<file path="config.mk">
export PLATFORM = sky130hd
export DESIGN_NAME = lap3_kernel
export DESIGN_NICKNAME = d
export VERILOG_FILES = /design/src/design/lap3_pkg.sv /design/src/design/lap3_kernel.sv
export SDC_FILE = /design/constraint.sdc
export NUM_CORES = 2
export LEC_CHECK = 0
export BUFFER_PORTS_ARGS = -buffer_cell sky130_fd_sc_hd__buf_4
export CAP_MARGIN = 20
export CELL_PAD_IN_SITES_DETAIL_PLACEMENT = 0
export CELL_PAD_IN_SITES_GLOBAL_PLACEMENT = 1
export CORE_MARGIN = 3
export CORE_UTILIZATION = 52
export DETAILED_ROUTE_END_ITERATION = 8
export PLACE_DENSITY = 0.95
export SETUP_SLACK_MARGIN = 0.2
export SKIP_CTS_REPAIR_TIMING = 1
export SYNTH_ARGS = -nofsm -noshare
export SYNTH_HDL_FRONTEND = slang
export SYNTH_SLANG_ARGS = --single-unit
</file>
<file path="constraint.sdc">
create_clock -name clk -period 28.2 [get_ports clk]
set_clock_uncertainty 0.15 [all_clocks]
set_input_delay 7.05 -clock clk [delete_from_list [all_inputs] [get_ports clk]]
set_output_delay 7.05 -clock clk [all_outputs]
set_load 0.1 [all_outputs]
</file>
<file path="src/design/lap3_pkg.sv">
// Shared types and constants for the 3x3 Laplacian RGB filter.
// No dependencies; imported by lap3_kernel and the top level.
`default_nettype none

package lap3_pkg;

  localparam int PIX_W = 8;
  localparam int SUM_W = 12;
  localparam int CNT_W = 4;
  localparam int RCP_W = 17;
  localparam int RCP_SH = 16;

  localparam int CH_R = 2;
  localparam int CH_G = 1;
  localparam int CH_B = 0;

  localparam logic [10:0] IMAGE_WIDTH_RST = 11'd640;
  localparam logic [12:0] IMAGE_HEIGHT_RST = 13'd480;

  localparam logic REG_IMAGE_WIDTH = 1'b0;
  localparam logic REG_IMAGE_HEIGHT = 1'b1;

  typedef logic [2:0][PIX_W-1:0] rgb_t;

  typedef struct packed {
    logic [2:0] row_m;
    logic [2:0] col_m;
    logic [1:0] wr;
    logic [1:0] wc;
  } sel_t;

  function automatic logic [RCP_W-1:0] lap3_recip(input logic [CNT_W-1:0] cnt);
    logic [RCP_W-1:0] r;
    case (cnt)
      4'd2: r = 17'd32768;
      4'd3: r = 17'd21846;
      4'd4: r = 17'd16384;
      4'd5: r = 17'd13108;
      4'd6: r = 17'd10923;
      4'd7: r = 17'd9363;
      4'd8: r = 17'd8192;
      4'd9: r = 17'd7282;
      default: r = 17'd65536;
    endcase
    return r;
  endfunction

endpackage

`default_nettype wire

</file>
<file path="src/design/lap3_kernel.sv">
// Kernel sum over the masked 3x3 window and division by the cell count.
// Two registered stages: masked sum, then reciprocal multiply. Uses lap3_pkg.
`default_nettype none

module lap3_kernel import lap3_pkg::*; (
  input  wire logic       clk,
  input  wire logic       sum_en,
  input  wire logic       mul_en,
  input  wire rgb_t [8:0] win,
  input  wire sel_t       sel,
  output rgb_t            q
);

  logic signed [SUM_W-1:0] sum_c [3];
  logic [CNT_W-1:0]        cnt_c;
  logic signed [SUM_W-1:0] sum_r [3];
  logic [CNT_W-1:0]        cnt_r;
  logic [SUM_W-2:0]        mag [3];
  logic [27:0]             prod [3];
  logic [RCP_W-1:0]        rcp;
  logic [PIX_W-1:0]        quo_r [3];
  logic [2:0]              neg_r;

  always_comb begin
    cnt_c = '0;
    for (int ch = 0; ch < 3; ch++) begin
      sum_c[ch] = '0;
    end
    for (int i = 0; i < 3; i++) begin
      for (int j = 0; j < 3; j++) begin
        if (sel.row_m[i] && sel.col_m[j]) begin
          cnt_c = cnt_c + 4'd1;
          for (int ch = 0; ch < 3; ch++) begin
            if (2'(i) == sel.wr && 2'(j) == sel.wc) begin
              sum_c[ch] = sum_c[ch] - $signed({1'b0, win[i*3+j][ch], 3'b000});
            end else begin
              sum_c[ch] = sum_c[ch] + $signed({4'b0000, win[i*3+j][ch]});
            end
          end
        end
      end
    end
  end

  always_ff @(posedge clk) begin
    if (sum_en) begin
      sum_r <= sum_c;
      cnt_r <= cnt_c;
    end
  end

  assign rcp = lap3_recip(cnt_r);

  always_comb begin
    for (int ch = 0; ch < 3; ch++) begin
      mag[ch]  = sum_r[ch][SUM_W-1] ? (SUM_W-1)'(-sum_r[ch]) : (SUM_W-1)'(sum_r[ch]);
      prod[ch] = 28'(mag[ch]) * 28'(rcp);
    end
  end

  always_ff @(posedge clk) begin
    if (mul_en) begin
      for (int ch = 0; ch < 3; ch++) begin
        quo_r[ch] <= prod[ch][RCP_SH+PIX_W-1:RCP_SH];
        neg_r[ch] <= sum_r[ch][SUM_W-1];
      end
    end
  end

  always_comb begin
    for (int ch = 0; ch < 3; ch++) begin
      q[ch] = neg_r[ch] ? 8'(8'd0 - quo_r[ch]) : quo_r[ch];
    end
  end

endmodule

`default_nettype wire

</file>
# [Word-level counts from Yosys, hierarchy flattened]
# Memories as Yosys holds them, arrays and structs flattened. A register that Yosys moved wholly into a read port is not among the register bits.
# Index checks and enable logic that the tools add are counted.
# W data, S select, Z words.
[classes] n_addsub=65 shifts=0 mul=3 eq_ne=4 mux=54 order_cmp=0 n_bitwise=0 reduce_logical=20 div=0
[op_table] operator="$mux W12" count=27
[op_table] operator="$mux W36" count=9
[op_table] operator="$add A12 B9 Y12" count=24
[op_table] operator="$sub A12 B12 Y12" count=24
[op_table] operator="$mul A11 B17 Y24" count=3
[op_table] operator="$mux W4" count=9
[op_table] operator="$sub A1 B11 Y12 const A" count=3
[op_table] operator="$mux W11" count=3
[op_table] operator="$neg A11 Y11" count=3
[op_table] operator="$add A4 B1 Y4 const B" count=8
[op_table] operator="$mux W8" count=3
[op_table] operator="$sub A1 B8 Y8 const A" count=3
[op_table] operator="$logic_and A1 B1 Y1" count=18
[op_table] operator="$eq A1 B2 Y1 const A" count=2
[op_table] operator="$eq A2 B2 Y1 const A" count=2
[op_table] operator="$logic_not A2 Y1" count=2
[op_table] operator="$mux W1" count=3
[word_totals] ram_bits=24 register_bits=43 out_inout_bits=24 romBits=272 latchBits=0 inputBits=229 memories=2
[mem_list] name="(no name shown)" depth=16 width=17 rd=1 rd_clocked_by_memory_dff=1 wr=0 line="lap3_pkg.sv:34" text="case (cnt)"
[mem_list] name="quo_r" depth=3 width=8 rd=3 rd_clocked_by_memory_dff=0 wr=3 line="lap3_kernel.sv:21" text="logic [PIX_W-1:0] quo_r [3];"

# [Logic depth before layout (Yosys ltp)]
[depth] word_depth=28 depth_mapped=66 mapped_depth_nobuf=64

# [Least setup slack after synthesis]
# OpenSTA, ideal clock, no wires.
[synth_timing] path_type="input to register" startpoint="input sel[2] (netlist name)" endpoint="register sum_r[23] (netlist name) (data pin)" path_stages=57 setup_slack_ns=10.251 t_arrival_ns=17.539 path_buffers=4 setup_ns=0.260 required_time_ns=27.790 cell_sequence="buf_4 > or4_1 > clkbuf_1 > clkbuf_1 > and3_1 > ha_1 > and3_1 > a2111oi_2 > a21oi_1 > nor2_1 > o21a_1 > a211oi_1 > a21oi_1 > inv_1 > ha_1 > or4_1 > a2bb2oi_1 > and2_1 > [... 21 more ...] > nand2_1 > ha_1 > xnor2_1 > nor2_1 > a41o_1 > a22oi_1 > inv_1 > ha_1 > inv_1 > o21bai_1 > xnor2_1 > a211oi_4 > ha_1 > nor2b_1 > o21a_1 > nor3_1 > a31oi_1 > xnor2_1"
[synth_lines] element="start: declaration" line="lap3_kernel.sv:10" text="input wire sel_t sel,"
[synth_lines] element="end signal: assignment" line="lap3_kernel.sv:47" text="sum_r <= sum_c;"
[synth_lines] element="end: declaration" line="lap3_kernel.sv:16" text="logic signed [SUM_W-1:0] sum_r [3];"

==> metrics.csv <==
metric;value;unit
ys_types;116;
drive_gt1_frac;0.0873;
mostFrequentLayoutCells;inv_1, nand2_1, ha_1;
grt_pass1_wl;191000;um
power.density;99.3;nW/um^2
wl_met3;7310;um
yosys_warnings;0;
report.final.setup_viol;0;
critPathLaunchType;input port;
num_vias;36400;
end_kind;register;
dp.final_hpwl;98000;um
dr_wl_met2;55200;um
p_int;1.96;mW
coreArea;76600;sq um
grt_pass1_vias;36600;
wl;119000;um
final-seq-area;2310;sq um
power.leakage;21.1;nW
antenna_found_initial;6;
start_util;0.530;
cts_buffers;9;
final_common_cell;inv_1;
fin_nets;6549;
combPwrFrac;0.901;
synthFlopType;edfxtp_1;
clock_sinks;82;
hold_viol;0;
ys_ff_latch;82;
fin_crit_sh;0.691;
fin_setup_tns;0;ps
synth_area;40600;sq um
root_buffer;clkbuf_16;
seq_power_share;0.070;
cp_max_fo;23;
grt_overflow;0;
p_sw_frac;0.551;
dr.max_layer_used;met4;
wl_per_cell;18.6;um
p_switching;2.41;mW
syn_inst;5193;
slew_violations;0;
outcome;finished, final reports clean;
htree_levels;3;
peakVddDrop;0.0000877;V
max_freq;0.0513;GHz
multiInputGateArea;34700;sq um
dieArea;81500;sq um
synth.avg_cell_area;7.82;sq um
slowest_delay;910;ps
synth_seq_area_share;0.0570;
drtIter0Drc;2575;
dpl_cell_area;43600;sq um
drtAntennaViolNets;0;
cts_tree;done;
dpl_worst_slack;8580;ps
async_flop_share;0;
final.min_clock_period;19480;ps
grt_start_max_net_pins;46;
path_class;input port to register;
cp.required;28160;ps
clkPwrFrac;0.029;
area_growth;8.30;%
drtPass1Iterations;6;
timing.hold.ws;571;ps
fp.dieW;285;um
ioPinCount;253;
drc;0;
arrival;19440;ps
die_y;285;um
fp-row-count;101;
relSlewSlack;0.237;
syn-num-nets;6400;
portBuffers;252;
wl_met1;52400;um
drv_cap;0;
synth_edf_count;67;
layout_setup_ws;8720;ps
gp_congestion;0.966;
cts_buffer_depth;2;
track_usage;0.289;
hold_class;register to register;
tightest_slew;1140;ps
n_fill_cell;7189;
rsz0062_at_grt;no;
via_per_inst;5.70;
clkTransAtPathRegs;70;ps
slowest_stage;or4_1;
design_area;44000;sq um
clk_latency;370;ps
## sequential cells by signal (all words and copies together) (netlist names)
name and flops:
cnt_r 4, neg_r 3, quo_r 24, rcp 15, sum_r 36
## power by group through the flow
stage	Combinational, mW	Sequential [mW]	Clock, mW
floorplan	2.98	0.284	0
global placement	3.79	0.307	0
detailed placement	3.90	0.308	0
CTS	3.95	0.306	0.130
global route	4.50	0.312	0.136
finish	3.93	0.306	0.127
## synth_stat cells (8+ instances only)
master	count	area share
a22oi_1	11	0.0020
mux2i_1	21	0.0052
ha_1	546	0.17
dfxtp_1	15	0.0074
o31ai_1	26	0.0048
nand2_1	594	0.055
o41ai_1	8	0.0017
clkbuf_1	168	0.016
or4_1	10	0.0018
nor4_1	13	0.0020
o22ai_1	13	0.0020
xor2_1	116	0.025
a21o_1	137	0.025
a31oi_1	21	0.0032
mux2_2	37	0.010
nor2b_1	168	0.026
nand3_1	43	0.0053
fa_1	432	0.21
a21oi_1	281	0.035
a211oi_1	68	0.013
inv_1	771	0.071
nand4_1	14	0.0022
nand2b_1	84	0.013
or3_1	36	0.0055
o21ai_0	282	0.035
a21boi_0	27	0.0050
nand3b_1	8	0.0015
nor3_1	96	0.012
o311ai_0	12	0.0026
edfxtp_1	67	0.050
and3_1	20	0.0031
o211ai_1	36	0.0067
nor2_1	297	0.027
o21a_1	97	0.018
o21ai_1	9	0.0011
o21bai_1	32	0.0059
xnor2_1	217	0.047
and2_1	158	0.024
## through the flow
| step | power [mW] | util | std cells |
|---|---|---|---|
| after floorplan | 3.26 | - | 5193 |
| after global placement | 4.10 | 0.570 | 6361 |
| after detailed placement | 4.21 | 0.570 | 6361 |
| after CTS | 4.39 | 0.574 | 6377 |
| after global routing | 4.95 | 0.574 | 6382 |
| final | 4.37 | 0.574 | 6383 |
## worst paths after layout
| check | startpoint | endpoint | slack (ps) | cells past startpoint |
|---|---|---|---|---|
| hold / removal | cnt_r[0] | rcp[4] | 570 | 2 |
| setup / recovery | sel[3] | sum_r[11] | 8720 | 58 |
| setup reg to reg | sum_r[12] | quo_r[0][15] | 20040 | 32 |
| hold reg to reg | cnt_r[0] | rcp[4] | 570 | 2 |
## layer usage
layer,vias up,GRT usage
met5,-,0
met4,0,0.0910
met3,184,0.0260
met2,1127,0.488
met1,17400,0.393
li1,17700,-
## layout make-up
cell class / count / area share
multi-input combinational: 4144 / 0.788
inverter: 777 / 0.0663
timing repair buffer: 328 / 0.0560
sequential: 82 / 0.0526
tap: 1030 / 0.0293
clock buffer: 9 / 0.00512
clock inverter: 7 / 0.00185
antenna: 6 / 0.000341
## cell families after synthesis
group,after synthesis,share of synthesized area
xor gates and xnor gates,333,0.0718
muxes,60,0.0163
DFF,82,0.0570
adders and majority gates,978,0.381
buffers and inverters,967,0.0909
and+or+nand+nor,1598,0.192
AOI/OAI and AO/OA,1175,0.190
## critical path, delay by kind of cell
family	cells	cell delay, ps
AO/OA/AOI/OAI	23	4880
XOR/XNOR	4	560
adder cells (fa/ha/maj)	9	3230
buffers and inverters	8	980
multiplexers	1	390
AND/OR/NAND/NOR	13	2300
No activity file was read; power rests on OpenSTA's default activity.
